--- config.mk ---
export PLATFORM = sky130hd
export DESIGN_NAME = cartridge_bank_mapper_irq_unit
export DESIGN_NICKNAME = d
export VERILOG_FILES = /design/src/cbm_pkg.sv /design/src/cbm_regs.sv /design/src/cbm_bank_map.sv /design/src/cartridge_bank_mapper_irq_unit.sv
export SDC_FILE = /design/constraint.sdc
export NUM_CORES = 1
export LEC_CHECK = 0
export BUFFER_PORTS_ARGS = -buffer_cell sky130_fd_sc_hd__buf_2
export CAP_MARGIN = 20
export CELL_PAD_IN_SITES_DETAIL_PLACEMENT = 0
export CELL_PAD_IN_SITES_GLOBAL_PLACEMENT = 2
export CORE_ASPECT_RATIO = 1.75
export CORE_MARGIN = 5
export CORE_UTILIZATION = 41
export CTS_BUF_LIST = sky130_fd_sc_hd__clkbuf_4 sky130_fd_sc_hd__clkbuf_8
export DETAILED_ROUTE_END_ITERATION = 6
export PLACE_DENSITY = 0.95
export SETUP_SLACK_MARGIN = 0.5
export SLEW_MARGIN = 5
export SYNTH_ARGS = -nofsm -noshare
export SYNTH_HDL_FRONTEND = slang
export SYNTH_SLANG_ARGS = --single-unit
export TNS_END_PERCENT = 30
--- constraint.sdc ---
create_clock -name i_clk -period 8.75 [get_ports i_clk]
set_input_delay 1.3125 -clock i_clk [delete_from_list [all_inputs] [get_ports i_clk]]
set_output_delay 1.3125 -clock i_clk [all_outputs]
set_load 0.01 [all_outputs]
--- src/cbm_pkg.sv ---
// ----------------------------------------------------------------------------
// cbm_pkg
// Shared types and codes for the cartridge bank mapper and IRQ unit.
// ----------------------------------------------------------------------------
package cbm_pkg;

    typedef enum logic [1:0] {
        REQ_WRITE  = 2'd0,
        REQ_READ   = 2'd1,
        REQ_TICK   = 2'd2,
        REQ_UNUSED = 2'd3
    } t_req_e;

    localparam logic [1:0] SRC_MAPPER = 2'd0;
    localparam logic [1:0] SRC_WRAM   = 2'd1;
    localparam logic [1:0] SRC_NONE   = 2'd2;

    localparam logic [1:0] CFG_REGION_ASIA  = 2'd0;
    localparam logic [1:0] CFG_HAS_WORK_RAM = 2'd1;
    localparam logic [1:0] CFG_CHR_IS_512K  = 2'd2;

    localparam logic [6:0] HELD_E000_RESET = 7'd31;
    localparam logic [4:0] WRAM_BANK_FIXED = 5'h1F;

    typedef struct packed {
        logic [1:0]  req_type;
        logic [15:0] bus_address;
        logic [7:0]  bus_data;
    } t_in_item;

    typedef struct packed {
        logic [7:0] read_data;
        logic [1:0] read_source;
        logic       irq_line;
        logic [6:0] prg_slot_8000;
        logic [6:0] prg_slot_a000;
        logic [6:0] prg_slot_c000;
        logic [6:0] prg_slot_e000;
        logic [4:0] wram_bank;
        logic [1:0] mirror_mode;
        logic       chr_write_valid;
        logic [2:0] chr_slot;
        logic [9:0] chr_bank;
    } t_out_item;

    typedef struct packed {
        logic region_asia;
        logic has_work_ram;
        logic chr_is_512k;
    } t_cfg;

    typedef struct packed {
        logic [7:0]      control;
        logic [3:0][4:0] bank_regs;
        logic [7:0]      outer;
        logic            irq_pending;
        logic [1:0]      mirror;
    } t_map_state;

    typedef struct packed {
        logic [7:0] read_data;
        logic [1:0] read_source;
        logic       chr_valid;
        logic [2:0] chr_slot;
        logic [9:0] chr_bank;
    } t_bus_resp;

    typedef struct packed {
        logic [6:0] slot_8000;
        logic [6:0] slot_a000;
        logic [6:0] slot_c000;
        logic [6:0] slot_e000;
        logic [4:0] wram_bank;
    } t_prg_map;

endpackage

--- src/cbm_regs.sv ---
// ----------------------------------------------------------------------------
// cbm_regs
// Bus decode, mapper registers and the 16-bit up/down IRQ counter.
// ----------------------------------------------------------------------------
module cbm_regs (
    input  logic                i_clk,
    input  logic                i_rst_n,
    input  logic                i_advance,
    input  cbm_pkg::t_in_item   i_item,
    input  cbm_pkg::t_cfg       i_cfg,
    output cbm_pkg::t_map_state o_next,
    output cbm_pkg::t_bus_resp  o_resp
);

    logic [7:0]      r_control, n_control;
    logic [3:0][4:0] r_bank_regs, n_bank_regs;
    logic [7:0]      r_outer, n_outer;
    logic [7:0]      r_scratch, n_scratch;
    logic            r_irq_en, n_irq_en;
    logic [15:0]     r_irq_cnt, n_irq_cnt;
    logic            r_irq_down, n_irq_down;
    logic            r_irq_pend, n_irq_pend;
    logic [1:0]      r_mirror, n_mirror;

    logic [15:0] a;
    logic [7:0]  d;
    logic [7:0]  ctrl_diff;
    logic [15:0] cnt_step;
    cbm_pkg::t_bus_resp resp;

    assign a         = i_item.bus_address;
    assign d         = i_item.bus_data;
    assign ctrl_diff = d ^ r_control;
    assign cnt_step  = r_irq_down ? (r_irq_cnt - 16'd1) : (r_irq_cnt + 16'd1);

    always_comb begin
        n_control   = r_control;
        n_bank_regs = r_bank_regs;
        n_outer     = r_outer;
        n_scratch   = r_scratch;
        n_irq_en    = r_irq_en;
        n_irq_cnt   = r_irq_cnt;
        n_irq_down  = r_irq_down;
        n_irq_pend  = r_irq_pend;
        n_mirror    = r_mirror;
        resp        = '0;
        resp.read_source = cbm_pkg::SRC_NONE;
        unique case (cbm_pkg::t_req_e'(i_item.req_type))
            cbm_pkg::REQ_WRITE: begin
                priority if (a[15:8] == 8'h51) begin
                    n_scratch = d;
                end else if (a == 16'hB000 || a == 16'hB0FF || a == 16'hB100) begin
                    n_outer = d;
                end else if (a[15:12] == 4'h8) begin
                    unique case (a[9:8])
                        2'd0: n_outer = d;
                        2'd1: begin
                            n_control = d;
                            if (ctrl_diff[7:6] != 2'b00) begin
                                n_irq_down = d[6];
                            end
                            if (ctrl_diff[1:0] != 2'b00) begin
                                n_mirror = d[1:0];
                            end
                        end
                        2'd2: begin
                            if (a[0]) begin
                                n_irq_cnt = {d, r_irq_cnt[7:0]};
                                n_irq_en  = r_control[7];
                            end else begin
                                n_irq_cnt = {r_irq_cnt[15:8], d};
                            end
                            n_irq_pend = 1'b0;
                        end
                        default: begin
                            if (!a[4]) begin
                                n_bank_regs[a[1:0]] = d[4:0];
                            end else if (!a[3]) begin
                                if (i_cfg.chr_is_512k) begin
                                    if (a[2:1] == 2'b00 || a[2:1] == 2'b11) begin
                                        resp.chr_valid = 1'b1;
                                        resp.chr_slot  = {1'b0, a[1:0]};
                                        resp.chr_bank  = {2'b00, d};
                                    end
                                end else begin
                                    resp.chr_valid = 1'b1;
                                    resp.chr_slot  = a[2:0];
                                    resp.chr_bank  = {r_outer[5:4], d};
                                end
                            end
                        end
                    endcase
                end else begin
                end
            end
            cbm_pkg::REQ_READ: begin
                priority if (a == 16'h5000) begin
                    resp.read_source = cbm_pkg::SRC_MAPPER;
                    resp.read_data   = i_cfg.region_asia ? 8'hFF : 8'h00;
                end else if (a[15:8] == 8'h51) begin
                    resp.read_source = cbm_pkg::SRC_MAPPER;
                    resp.read_data   = r_scratch;
                end else if (!i_cfg.has_work_ram && a[15:13] == 3'b011) begin
                    if (r_control[5]) begin
                        resp.read_source = cbm_pkg::SRC_WRAM;
                    end else begin
                        resp.read_source = cbm_pkg::SRC_MAPPER;
                        resp.read_data   = a[15:8];
                    end
                end else begin
                end
            end
            cbm_pkg::REQ_TICK: begin
                if (r_irq_en && r_irq_cnt != 16'd0) begin
                    n_irq_cnt = cnt_step;
                    if (cnt_step == 16'd0) begin
                        n_irq_en   = 1'b0;
                        n_irq_pend = 1'b1;
                    end
                end
            end
            default: begin
            end
        endcase
    end

    always_ff @(posedge i_clk) begin
        if (!i_rst_n) begin
            r_control   <= '0;
            r_bank_regs <= '0;
            r_outer     <= '0;
            r_scratch   <= '0;
            r_irq_en    <= 1'b0;
            r_irq_cnt   <= '0;
            r_irq_down  <= 1'b0;
            r_irq_pend  <= 1'b0;
            r_mirror    <= '0;
        end else if (i_advance) begin
            r_control   <= n_control;
            r_bank_regs <= n_bank_regs;
            r_outer     <= n_outer;
            r_scratch   <= n_scratch;
            r_irq_en    <= n_irq_en;
            r_irq_cnt   <= n_irq_cnt;
            r_irq_down  <= n_irq_down;
            r_irq_pend  <= n_irq_pend;
            r_mirror    <= n_mirror;
        end
    end

    assign o_next.control     = n_control;
    assign o_next.bank_regs   = n_bank_regs;
    assign o_next.outer       = n_outer;
    assign o_next.irq_pending = n_irq_pend;
    assign o_next.mirror      = n_mirror;
    assign o_resp             = resp;

endmodule

--- src/cbm_bank_map.sv ---
// ----------------------------------------------------------------------------
// cbm_bank_map
// Program slot and work-RAM bank map, with the held 0xE000 slot.
// ----------------------------------------------------------------------------
module cbm_bank_map (
    input  logic                i_clk,
    input  logic                i_rst_n,
    input  logic                i_advance,
    input  cbm_pkg::t_map_state i_state,
    output cbm_pkg::t_prg_map   o_map
);

    logic [6:0] r_held_e000, n_held_e000;
    logic [6:0] lo_base;
    logic [6:0] hi_base;
    cbm_pkg::t_prg_map map;

    assign lo_base = {i_state.outer[5:0], 1'b0};
    assign hi_base = {i_state.outer[5:4], 4'hF, 1'b0};

    always_comb begin
        if (i_state.control[4]) begin
            map.slot_8000 = {2'b00, i_state.bank_regs[0]};
            map.slot_a000 = {2'b00, i_state.bank_regs[1]};
            map.slot_c000 = {2'b00, i_state.bank_regs[2]};
            map.slot_e000 = r_held_e000;
            map.wram_bank = cbm_pkg::WRAM_BANK_FIXED;
        end else begin
            map.slot_8000 = lo_base;
            map.slot_a000 = lo_base | 7'd1;
            map.slot_c000 = hi_base;
            map.slot_e000 = hi_base | 7'd1;
            map.wram_bank = i_state.bank_regs[3];
        end
        n_held_e000 = map.slot_e000;
    end

    always_ff @(posedge i_clk) begin
        if (!i_rst_n) begin
            r_held_e000 <= cbm_pkg::HELD_E000_RESET;
        end else if (i_advance) begin
            r_held_e000 <= n_held_e000;
        end
    end

    assign o_map = map;

endmodule

--- src/cartridge_bank_mapper_irq_unit.sv ---
// Each item passes the input register, then the result register; a stalled output
// holds it in the input register until the result register can take it.
// Throughput: one item per cycle while the output is not stalled; the decode and
// counter update between the two registers are combinational.
// Reset: synchronous active low; mapper state clears, held 0xE000 slot is 31,
// region_asia and has_work_ram set, chr_is_512k clear.
// ----------------------------------------------------------------------------
// cartridge_bank_mapper_irq_unit
// Cartridge bank mapper with an IRQ counter driven by tick requests, top level.
// ----------------------------------------------------------------------------
module cartridge_bank_mapper_irq_unit (
    input  logic               i_clk,
    input  logic               i_rst_n,
    input  logic               i_in_valid,
    output logic               o_in_ready,
    input  cbm_pkg::t_in_item  i_in_item,
    output logic               o_out_valid,
    input  logic               i_out_ready,
    output cbm_pkg::t_out_item o_out_item,
    input  logic               i_cfg_valid,
    output logic               o_cfg_ready,
    input  logic [1:0]         i_cfg_index,
    input  logic               i_cfg_data
);

    logic               r_in_valid;
    cbm_pkg::t_in_item  r_in_item;
    logic               r_out_valid;
    cbm_pkg::t_out_item r_out_item, n_out_item;
    cbm_pkg::t_cfg      r_cfg;
    logic               advance;
    logic               in_fire;

    cbm_pkg::t_map_state next_state;
    cbm_pkg::t_bus_resp  resp;
    cbm_pkg::t_prg_map   prg_map;

    assign advance     = r_in_valid && (!r_out_valid || i_out_ready);
    assign o_in_ready  = !r_in_valid || advance;
    assign in_fire     = i_in_valid && o_in_ready;
    assign o_cfg_ready = 1'b1;

    cbm_regs u_regs (
        .i_clk     (i_clk),
        .i_rst_n   (i_rst_n),
        .i_advance (advance),
        .i_item    (r_in_item),
        .i_cfg     (r_cfg),
        .o_next    (next_state),
        .o_resp    (resp)
    );

    cbm_bank_map u_bank_map (
        .i_clk     (i_clk),
        .i_rst_n   (i_rst_n),
        .i_advance (advance),
        .i_state   (next_state),
        .o_map     (prg_map)
    );

    always_comb begin
        n_out_item.read_data       = resp.read_data;
        n_out_item.read_source     = resp.read_source;
        n_out_item.irq_line        = next_state.irq_pending;
        n_out_item.prg_slot_8000   = prg_map.slot_8000;
        n_out_item.prg_slot_a000   = prg_map.slot_a000;
        n_out_item.prg_slot_c000   = prg_map.slot_c000;
        n_out_item.prg_slot_e000   = prg_map.slot_e000;
        n_out_item.wram_bank       = prg_map.wram_bank;
        n_out_item.mirror_mode     = next_state.mirror;
        n_out_item.chr_write_valid = resp.chr_valid;
        n_out_item.chr_slot        = resp.chr_slot;
        n_out_item.chr_bank        = resp.chr_bank;
    end

    always_ff @(posedge i_clk) begin
        if (!i_rst_n) begin
            r_in_valid <= 1'b0;
        end else if (o_in_ready) begin
            r_in_valid <= i_in_valid;
        end
    end

    always_ff @(posedge i_clk) begin
        if (in_fire) begin
            r_in_item <= i_in_item;
        end
    end

    always_ff @(posedge i_clk) begin
        if (!i_rst_n) begin
            r_out_valid <= 1'b0;
        end else if (advance) begin
            r_out_valid <= 1'b1;
        end else if (i_out_ready) begin
            r_out_valid <= 1'b0;
        end
    end

    always_ff @(posedge i_clk) begin
        if (advance) begin
            r_out_item <= n_out_item;
        end
    end

    always_ff @(posedge i_clk) begin
        if (!i_rst_n) begin
            r_cfg.region_asia  <= 1'b1;
            r_cfg.has_work_ram <= 1'b1;
            r_cfg.chr_is_512k  <= 1'b0;
        end else if (i_cfg_valid && o_cfg_ready) begin
            unique case (i_cfg_index)
                cbm_pkg::CFG_REGION_ASIA:  r_cfg.region_asia  <= i_cfg_data;
                cbm_pkg::CFG_HAS_WORK_RAM: r_cfg.has_work_ram <= i_cfg_data;
                cbm_pkg::CFG_CHR_IS_512K:  r_cfg.chr_is_512k  <= i_cfg_data;
                default: begin
                end
            endcase
        end
    end

    assign o_out_valid = r_out_valid;
    assign o_out_item  = r_out_item;

endmodule
## Yosys cells after proc, flatten, opt, wreduce, memory -nomap -nowiden

Cells that the tools add are included.

| operators by class | value |
|---|---|
| reductions and logical operators | 35 |
| multiplexer cells | 59 |
| equal/unequal tests | 22 |
| add/sub/neg operators | 2 |
| bitwise operators | 8 |
| order comparisons | 2 |

Operators with widths:

| operator | number |
|---|---|
| $mux W20 | 6 |
| $mux W16 | 7 |
| $eq A16 B16 Y1 const B | 3 |
| $pmux W16 S2 | 1 |
| $mux W31 | 1 |
| $mux W10 | 3 |
| $mux W5 | 6 |
| $mux W6 | 5 |
| $mux W14 | 2 |
| $bwmux W20 | 1 |
| $add A16 B1 Y16 const B | 1 |
| $eq A16 B15 Y1 const B | 1 |
| $logic_not A16 Y1 | 1 |
| $mux W1 | 16 |
| $mux W8 | 2 |
| $reduce_and A8 Y1 | 2 |
| $reduce_bool A16 Y1 | 1 |
| $sub A16 B1 Y16 const B | 1 |
| $mux W2 | 6 |
| $demux W5 S2 | 1 |
| $ne A2 B2 Y1 const B | 5 |
| $reduce_and A9 Y1 | 1 |
| $reduce_or A9 Y1 | 1 |
| $eq A2 B2 Y1 const B | 4 |
| other kinds (21) | 50 |

| word-level totals | value |
|---|---|
| output and inout bits | 63 |
| bits in registers | 157 |

## Longest topological paths before layout

Gate-level depths: netlist (run 1).

| logic depth | value |
|---|---|
| depth in word-level cells | 12 |
| gate-level depth with buffers | 10 |

## Cells and area by module

Synthesis (run 1) repeated with hierarchy kept, for this count alone.

| unflattened totals | value |
|---|---|
| cell total of the unflattened synthesis | 724 |
| area total of the unflattened synthesis | 7,906.3 um^2 |

Modules (own cells, without submodules):

| module | area an instance (um^2) | instances | cells each |
|---|---|---|---|
| cbm_regs | 4,565.6 | 1 | 544 |
| cartridge_bank_mapper_irq_unit | 2,842.7 | 1 | 111 |
| cbm_bank_map | 498.0 | 1 | 69 |

## Least setup slack after synthesis (run 1)

No wires, ideal clock.

| path | value |
|---|---|
| path kind | input -> register |
| start point | in i_out_ready |
| end point | reg r_out_item (netlist bit o_out_item[0]) (enable) |
| setup time | 442 ps |
| arrival time | 3,405 ps |
| cell stages on the path | 4 |
| data required time | 8,308 ps |
| buffers on the path | 1 |
| setup slack | 4,903 ps |
| cell sequence | nor2b_1 -> nand2b_1 -> clkinv_1 -> clkbuf_1 |

| on the way | value |
|---|---|
| word-level cells in the longest chain between the ends | 2 |

RTL lines:

| what | line | text |
|---|---|---|
| start, declared | cartridge_bank_mapper_irq_unit.sv:18 | `input logic i_out_ready,` |
| $logic_or A1 B1 Y1 | cartridge_bank_mapper_irq_unit.sv:38 | `assign advance = r_in_valid && (!r_out_valid \|\| i_out_ready);` |
| $logic_and A1 B1 Y1 | cartridge_bank_mapper_irq_unit.sv:38 |  |
| net advance | cartridge_bank_mapper_irq_unit.sv:31 | `logic advance;` |
| end signal, assigned | cartridge_bank_mapper_irq_unit.sv:102 | `r_out_item <= n_out_item;` |
| end, declared | cartridge_bank_mapper_irq_unit.sv:29 | `cbm_pkg::t_out_item r_out_item, n_out_item;` |

The timed path passes the listed nets, and every way through them passes these cells.
A chain may end at the register's enable or synchronous reset.

## Worst setup path after layout (run 1)

| path | value |
|---|---|
| start point | in i_out_ready |
| end point | reg u_regs.r_irq_cnt[9] |

| on the way | value |
|---|---|
| word-level cells in the longest chain between the ends | 3 |

RTL lines:

| what | line | text |
|---|---|---|
| $logic_or A1 B1 Y1 | cartridge_bank_mapper_irq_unit.sv:38 |  |
| $logic_and A1 B1 Y1 | cartridge_bank_mapper_irq_unit.sv:38 |  |
| $reduce_and A8 Y1 (no line) | - |  |
| end signal, assigned | cbm_regs.sv:144 | `r_irq_cnt <= n_irq_cnt;` |
| end, declared | cbm_regs.sv:20 | `logic [15:0] r_irq_cnt, n_irq_cnt;` |

Every way passes these cells.

==> results of run 1 <==
## logic make-up after synthesis
group | Yosys count | synth area share, %
other cells | 1 | 0.0518
simple gates | 251 | 16.9
xor+xnor | 19 | 2.30
buf+inv | 54 | 3.20
flops | 155 | 54.2
mux | 48 | 6.65
compound gates | 146 | 13.0
fa+ha+maj | 21 | 3.73
## synthesized netlist by cell type, drive strengths merged (2+ instances only)
| cell type | count | area, um^2 |
|---|---|---|
| a21boi | 2 | 15.0 |
| a21o | 10 | 75.1 |
| nor4 | 6 | 37.5 |
| or4 | 3 | 26.3 |
| a211oi | 16 | 120 |
| ha | 20 | 250 |
| o211ai | 8 | 60.1 |
| nor2 | 69 | 259 |
| edfxtp | 82 | 2460 |
| inv | 9 | 33.8 |
| xnor2 | 8 | 70.1 |
| or3 | 2 | 12.5 |
| xor2 | 11 | 96.3 |
| or2 | 7 | 43.8 |
| nor2b | 4 | 25.0 |
| dfxtp | 73 | 1460 |
| clkbuf | 36 | 135 |
| and3 | 7 | 43.8 |
| nand2 | 70 | 263 |
| o31ai | 2 | 20.0 |
| nand2b | 14 | 87.6 |
| nor3 | 7 | 40.0 |
| buf | 8 | 58.8 |
| nand3 | 23 | 115 |
| nand4b | 3 | 26.3 |
| a311oi | 3 | 26.3 |
| and2 | 19 | 119 |
| a31oi | 16 | 100 |
| a21oi | 50 | 250 |
| nor3b | 7 | 52.6 |
| o22ai | 2 | 12.5 |
| nand4 | 5 | 31.3 |
| o21ai | 26 | 130 |
| nand3b | 3 | 22.5 |
| mux2i | 47 | 470 |
| o211a | 3 | 30.0 |
## routing by layer
layer	GRT usage, %	vias up	wire (um)
met5	0	-	0
met4	7.25	0	439
met3	3.48	28	621
met2	33.6	126	9950
met1	18.0	2603	6540
li1	-	2664	-
## power by group
part | internal, W | leakage, nW | switching [W]
Sequential | 0.000790 | 1.34 | 0.0000222
Clock | 0.000319 | 0.212 | 0.000267
Combinational | 0.0000318 | 1.63 | 0.0000547
Total | 0.00114 | 3.18 | 0.000344
## worst max-delay path by stage
| stage | startpoint | to | slack (ns) | depth (start not counted) |
|---|---|---|---|---|
| floorplan | i_out_ready | o_out_item[0]$_SDFFCE_PP0P_ | 4.90 | 4 |
| global placement | i_out_ready | u_regs.r_irq_cnt[0]$_SDFFE_PN0P_ | 4.51 | 10 |
| detailed placement | i_out_ready | u_regs.r_irq_cnt[0]$_SDFFE_PN0P_ | 4.37 | 10 |
| CTS | i_out_ready | u_regs.r_irq_cnt[0]$_SDFFE_PN0P_ | 4.85 | 10 |
| global route | i_out_ready | u_regs.r_irq_cnt[9]$_SDFFE_PN0P_ | 4.71 | 10 |
| finish | i_out_ready | u_regs.r_irq_cnt[9]$_SDFFE_PN0P_ | 4.95 | 10 |
## through the flow
step                      setup slack [ns]  power (W)  util [%]  std cells
after global placement                4.51   0.000912      45.0        982
after floorplan                       4.90   0.000875         -        695
after global routing                  4.71    0.00154      47.7       1016
after detailed placement              4.37   0.000916      45.1        983
final                                 4.95    0.00148      47.7       1016
after CTS                             4.85    0.00150      47.6       1015
## registers in the layout (all words and copies together), names as in the netlist
register and cells:
o_out_item 56, r_in_item 26, u_regs.r_bank_regs 20, u_regs.r_irq_cnt 16, u_regs.r_scratch 8, u_bank_map.r_held_e000 7, u_regs.r_control 6, u_regs.r_outer 6
r_cfg 3, u_regs.r_mirror 2, o_out_valid 1, r_in_valid 1, u_regs.r_irq_down 1, u_regs.r_irq_en 1, u_regs.r_irq_pend 1
## worst max-delay path, cell delays in order
cell      delay [ns]
buf_2           0.07
nor2b_1         0.06
nand2b_1        0.14
buf_4           0.21
inv_2           0.06
buf_4           0.68
o21ai_0         0.26
a21oi_1         0.87
o211ai_1        0.22
o211a_1         0.19
## cell type report
cell class,instances,area (um^2)
Fill cell,1686,9140
Sequential cell,155,3920
Multi-Input combinational cell,486,3080
Timing Repair Buffer,102,548
Tap cell,231,289
Clock buffer,19,249
Clock inverter,13,190
Inverter,10,37.5
==> results by group, run 1 <==
Routing
  • Routed len/inst: 17.3 um
  • Final ANT Viol Nets: 0
  • Number of remaining DRC errors: 0
  • DR iter-0 viols: 306
  • Drt via density: 5.34
  • WL final: 17500 um
  • First-pass DRT Iterations: 5
  • Via count: 5421

Finish
  • Layout cells sized above 1: 18.7%
  • Diodes inserted: 0
  • Layout Nets: 827
  • Most common cell after layout, fill and taps aside: buf_2
  • Layout area overhead: 14.9%
  • Commonest cells after routing, fill and taps aside: buf_2, edfxtp_1, dfxtp_1
  • Final instance area: around 8300 um^2

Die
  • Row Count: 64
  • Total I/O pin count: 97
  • Die width: 110 um
  • Die height: 186 um
  • Die area: between 20000 and 25000 um^2
  • Core ar.: about 17000 um^2
  • Starting Density: 41.5%

Worst setup path
  • Crit. End Element: register
  • Crit path DAT: ~4.2 ns
  • Worst EP required: 9.09 ns
  • Crit Path Category: primary input to register
  • Reg2reg setup slack: between 5 and 6 ns
  • Reg2reg end: u_regs.r_irq_pend$_SDFFE_PN0P_
  • Worst r2r src: u_regs.r_irq_down$_SDFFE_PN0P_
  • Maximum fanout along the worst path: 80
  • Crit path launch type: primary input
  • Worst R2R Path Depth: 9

Timing
  • Setup TNS: 0 ns
  • Worst-Margin Slew: 1.05 ns
  • RSZ-0062 raised after global routing: false
  • Setup violators final: 0
  • Fin crit share: 43.5%
  • Final hold viol count: 0
  • Worst clock skew: about 0.013 ns
  • Fin crit period: 3.80 ns
  • Final Max Slew Viols: 0
  • Max-slew headroom: 30.0%
  • Maximum clock rate: around 260 MHz
  • Minimum hold slack: 0.446 ns

Yosys
  • Syn nets: 750
  • Post-synthesis sequential area ratio: between 50% and 60%
  • Count of cell types in the netlist: 56
  • Ys flop type: edfxtp_1
  • Gate Count Post-Synth: 695
  • Syn avg cell area: approximately 10 um^2
  • Synth Register Bits: between 150 and 200
  • Post-synth EDFFs: 82
  • Ys async rst share: 0%
  • Synth Cell Area: about 7200 um^2
  • Synthesis warning total: 0

Pwr
  • Pleak: about 3.2 nW
  • Pwr Density: between 150 and 200 nW/um^2
  • Worst vdd ir: 86.3 uV

CTS
  • Clk sinks: 155
  • # resized after CTS: 0
  • Reg clk slew, reported paths: 0.08 ns
  • H-tree depth: 4
  • CTS root buf: clkbuf_8
  • CTS tree: done
  • Post CTS Setup Buffer Count: 0
  • CTS max path bufs: 2
  • Cts-stage hold buffer count: 0
  • Clk_lat worst skew: 0.45 ns
  • CTS Buf Count: 17

Global routing
  • All-Layer GR Usage: roughly 17%
  • Total grt overflow: 0
  • Vias in the first global route: 5368
  • Initial antenna violation count: 0
  • Largest net degree at the start of global routing: 81
  • First-pass GRT wire length: approximately 28000 um

Hold path
  • Hold EP: u_regs.r_irq_down$_SDFFE_PN0P_
  • Hold wc startpoint: u_regs.r_control[6]$_SDFFE_PN0P_
  • Worst hold stages: 1
  • Worst Hold Class: register to register

Place
  • RePlAce Congestion: just over 0.8
  • Area post-placement: 7880 um^2
  • Port Buffers: 95
  • HPWL after DPL: 12700 um

Flow run
  • Max capacitance violation total: 0

Run status
  • Status: finished, final reports clean
(Power assumes the default switching activity.)
==> inputs of run 2 (changes only) <==
--- a/config.mk
+++ b/config.mk
@@ -11,10 +11,10 @@
 export CELL_PAD_IN_SITES_GLOBAL_PLACEMENT = 2
 export CORE_ASPECT_RATIO = 1.75
 export CORE_MARGIN = 5
-export CORE_UTILIZATION = 41
+export CORE_UTILIZATION = 38
 export CTS_BUF_LIST = sky130_fd_sc_hd__clkbuf_4 sky130_fd_sc_hd__clkbuf_8
 export DETAILED_ROUTE_END_ITERATION = 6
-export PLACE_DENSITY = 0.95
+export PLACE_DENSITY = 0.92
 export SETUP_SLACK_MARGIN = 0.5
 export SLEW_MARGIN = 5
 export SYNTH_ARGS = -nofsm -noshare
==> constraint.sdc (replaced) <==
create_clock -name i_clk -period 3.65 [get_ports i_clk]
set_input_delay 0.5475 -clock i_clk [delete_from_list [all_inputs] [get_ports i_clk]]
set_output_delay 0.5475 -clock i_clk [all_outputs]
set_load 0.01 [all_outputs]
==> results by group, run 2 (synthesis gave the netlist of run 1 again) <==
Worst setup path
  • CP bufs+invs: 0 (was 4)
  • Worst r2r src: r_in_item[9]$_DFFE_PP_ (was u_regs.r_irq_down$_SDFFE_PN0P_)
  • CP most frequent cell: nor2_1 (was buf_4)
  • CP top delay family: compound AO/OA/AOI/OAI gates (unchanged)
  • Crit-path max cell delay: 0.71 ns (was 0.87 ns)
  • Crit. End Element: register (unchanged)
  • Crit path DAT: 3.21 ns (was 4.15 ns)
  • Crit Path Category: register to register (was primary input to register)
  • Worst-path cell chain: or4_1 > nor2_1 > o21ai_1 > a2111oi_4 > mux2i_1 > nor2_1 > a21o_1 (was buf_2 > nor2b_1 > nand2b_1 > buf_4 > inv_2 > buf_4 > o21ai_0 > a21oi_1 > o211ai_1 > o211a_1)
  • Reg2reg setup slack: 0.65 ns (was 5.11 ns)
  • Critical Path Source: r_in_item[9]$_DFFE_PP_ (was i_out_ready)
  • Critical path's slowest cell: a2111oi_4 (was a21oi_1)
  • Crit path launch type: register (was primary input)
  • Maximum fanout along the worst path: 8 (was 80)
  • Worst EP required: 3.86 ns (was 9.09 ns)

Pwr
  • Clock power share: 41.7% (was 39.5%)
  • Sw Pwr: 0.000834 W (was 0.000344 W)
  • Sw Share: 22.5% (was 23.2%)
  • Pleak: 3.23 nW (was 3.18 nW)
  • Seq pwr share: 52.5% (was 54.7%)
  • Int Pwr: 0.00287 W (was 0.00114 W)
  • Worst vdd ir: 229 uV (was 86.3 uV)
  • Pwr Density: 438 nW/um^2 (was 178 nW/um^2)
  • Comb power frac: 5.8% (about the same)

Finish
  • Most common cell after layout, fill and taps aside: buf_2 (unchanged)
  • Non-Filler Instances: 1030 (was 1016)
  • Commonest cells after routing, fill and taps aside: buf_2, edfxtp_1, dfxtp_1 (unchanged)
  • Layout area overhead: 16.6% (was 14.9%)
  • Fillers: 1796 (was 1686)
  • Diodes inserted: 0 (unchanged)
  • Final instance area: 8440 um^2 (was 8320 um^2)
  • Layout cells sized above 1: 19.7% (was 18.7%)
  • Layout Nets: 834 (was 827)
  • Finished Core Util: 45.2% (was 47.7%)
  • Max reg flops: 56 (unchanged)

Timing
  • Worst clock skew: 0.00896 ns (was 0.0130 ns)
  • Fin crit share: 82.1%
  • Setup violators final: 0 (unchanged)
  • Maximum clock rate: 334 MHz
  • Fin crit period: 3.00 ns
  • Max-slew headroom: 47.3% (was 30.0%)
  • RSZ-0062 raised after global routing: true (was false)
  • Setup TNS: 0 ns (unchanged)
  • Final hold viol count: 0 (unchanged)
  • Fin worst setup slack: 0.652 ns (was 4.95 ns)
  • Worst-Margin Slew: 0.791 ns (was 1.05 ns)
  • Final Max Slew Viols: 0 (unchanged)

Routing
  • WL final: 18200 um (was 17500 um)
  • Final ANT Viol Nets: 0 (unchanged)
  • Drt via density: 5.32 (was 5.34)
  • Via count: 5483 (was 5421)
  • Routed len/inst: 17.7 um (was 17.3 um)
  • DR iter-0 viols: 356 (was 306)
  • Number of remaining DRC errors: 0 (unchanged)
  • First-pass DRT Iterations: 4 (was 5)

Global routing
  • Total grt overflow: 0 (unchanged)
  • All-Layer GR Usage: 16.7% (was 17.3%)
  • Initial antenna violation count: 0 (unchanged)
  • Largest net degree at the start of global routing: 42 (was 81)
  • Global routing's busiest layer: met2 (unchanged)
  • First-pass GRT wire length: 28400 um (was 28200 um)
  • Met1 Use GR: 17.4% (was 18.0%)
  • Vias in the first global route: 5375 (was 5368)
  • Met3 Use GR: 2.32% (was 3.48%)
  • Met2 usage: 32.3% (was 33.6%)

Hold path
  • Hold wc startpoint: i_in_item[5] (was u_regs.r_control[6]$_SDFFE_PN0P_)
  • Worst Hold Class: primary input to register (was register to register)

CTS
  • H-tree depth: 4 (unchanged)
  • CTS root buf: clkbuf_8 (unchanged)
  • Post CTS Setup Buffer Count: 0 (unchanged)
  • Clk_lat worst skew: 0.45 ns (about the same)
  • Reg clk slew, reported paths: 0.08 ns (about the same)
  • CTS Buf Count: 17 (unchanged)
  • CTS max path bufs: 2 (unchanged)
  • Clk sinks: 155 (unchanged)
  • CTS tree: done (unchanged)

Die
  • Die width: 114 um (was 110 um)
  • Core ar.: 18700 um^2 (was 17500 um^2)
  • Total I/O pin count: 97 (unchanged)
  • Die area: 22000 um^2 (was 20500 um^2)
  • Row Count: 66 (was 64)
  • Die height: 193 um (was 186 um)
  • Starting Density: 38.8% (was 41.5%)

Place
  • Cell total after placement: 998 (was 983)
  • RePlAce Congestion: 0.903 (was 0.824)
  • Area post-placement: 7940 um^2 (was 7880 um^2)
  • Port Buffers: 95 (unchanged)
  • Place WS: 0.645 ns (was 4.37 ns)
  • HPWL after DPL: 13600 um (was 12700 um)

Run status
  • Status: finished, final reports clean (unchanged)

Flow run
  • Max capacitance violation total: 0 (unchanged)
-- run 2: path summary, 6_finish.rpt --
| path | cells past startpoint | endpoint |
|---|---|---|
| max | 7 | o_out_item[26]$_DFFE_PP_ |
| min | 1 | r_in_item[5]$_DFFE_PP_ |
| max reg2reg | 7 | o_out_item[26]$_DFFE_PP_ |
| min reg2reg | 1 | u_bank_map.r_held_e000[2]$_SDFFE_PN1P_ |
-- run 2: area by class of cell --
| type | count | area [um^2] | share of cell area, % |
|---|---|---|---|
| Inverter | 10 | 37.5 | 0.445 |
| Sequential cell | 155 | 3930 | 46.5 |
| Multi-Input combinational cell | 486 | 3100 | 36.7 |
| Clock inverter | 14 | 243 | 2.88 |
| Tap cell | 238 | 298 | 3.53 |
| Timing Repair Buffer | 109 | 601 | 7.12 |
| Clock buffer | 18 | 241 | 2.86 |
-- run 2: timing repair --
item,4_1_cts,5_1_grt
hold buffers,0,0
gates resized for setup,0,2
endpoints found under the hold margin,0,0
endpoints found under the setup margin,0,5
-- run 2: routing by layer --
metal,part of all wire [%],vias up
li1,-,2676
met1,38,2656
met2,57,119
met3,3.1,32
met4,2.6,0
met5,0,-
-- run 2: metrics by stage --
stage | total power [W] | hold slack [ns]
after floorplan | 0.00210 | 0.406
after global placement | 0.00219 | 0.418
after detailed placement | 0.00220 | 0.422
after CTS | 0.00373 | 0.235
after global routing | 0.00383 | 0.238
final | 0.00370 | 0.265
-- run 2: power groups by stage --
stage / Combinational (W) / Sequential [W] / Clock (W)
finish: 0.000215 / 0.00194 / 0.00154
global route: 0.000238 / 0.00195 / 0.00164
CTS: 0.000217 / 0.00194 / 0.00157
detailed placement: 0.000217 / 0.00198 / 0
global placement: 0.000210 / 0.00198 / 0
floorplan: 0.000126 / 0.00197 / 0
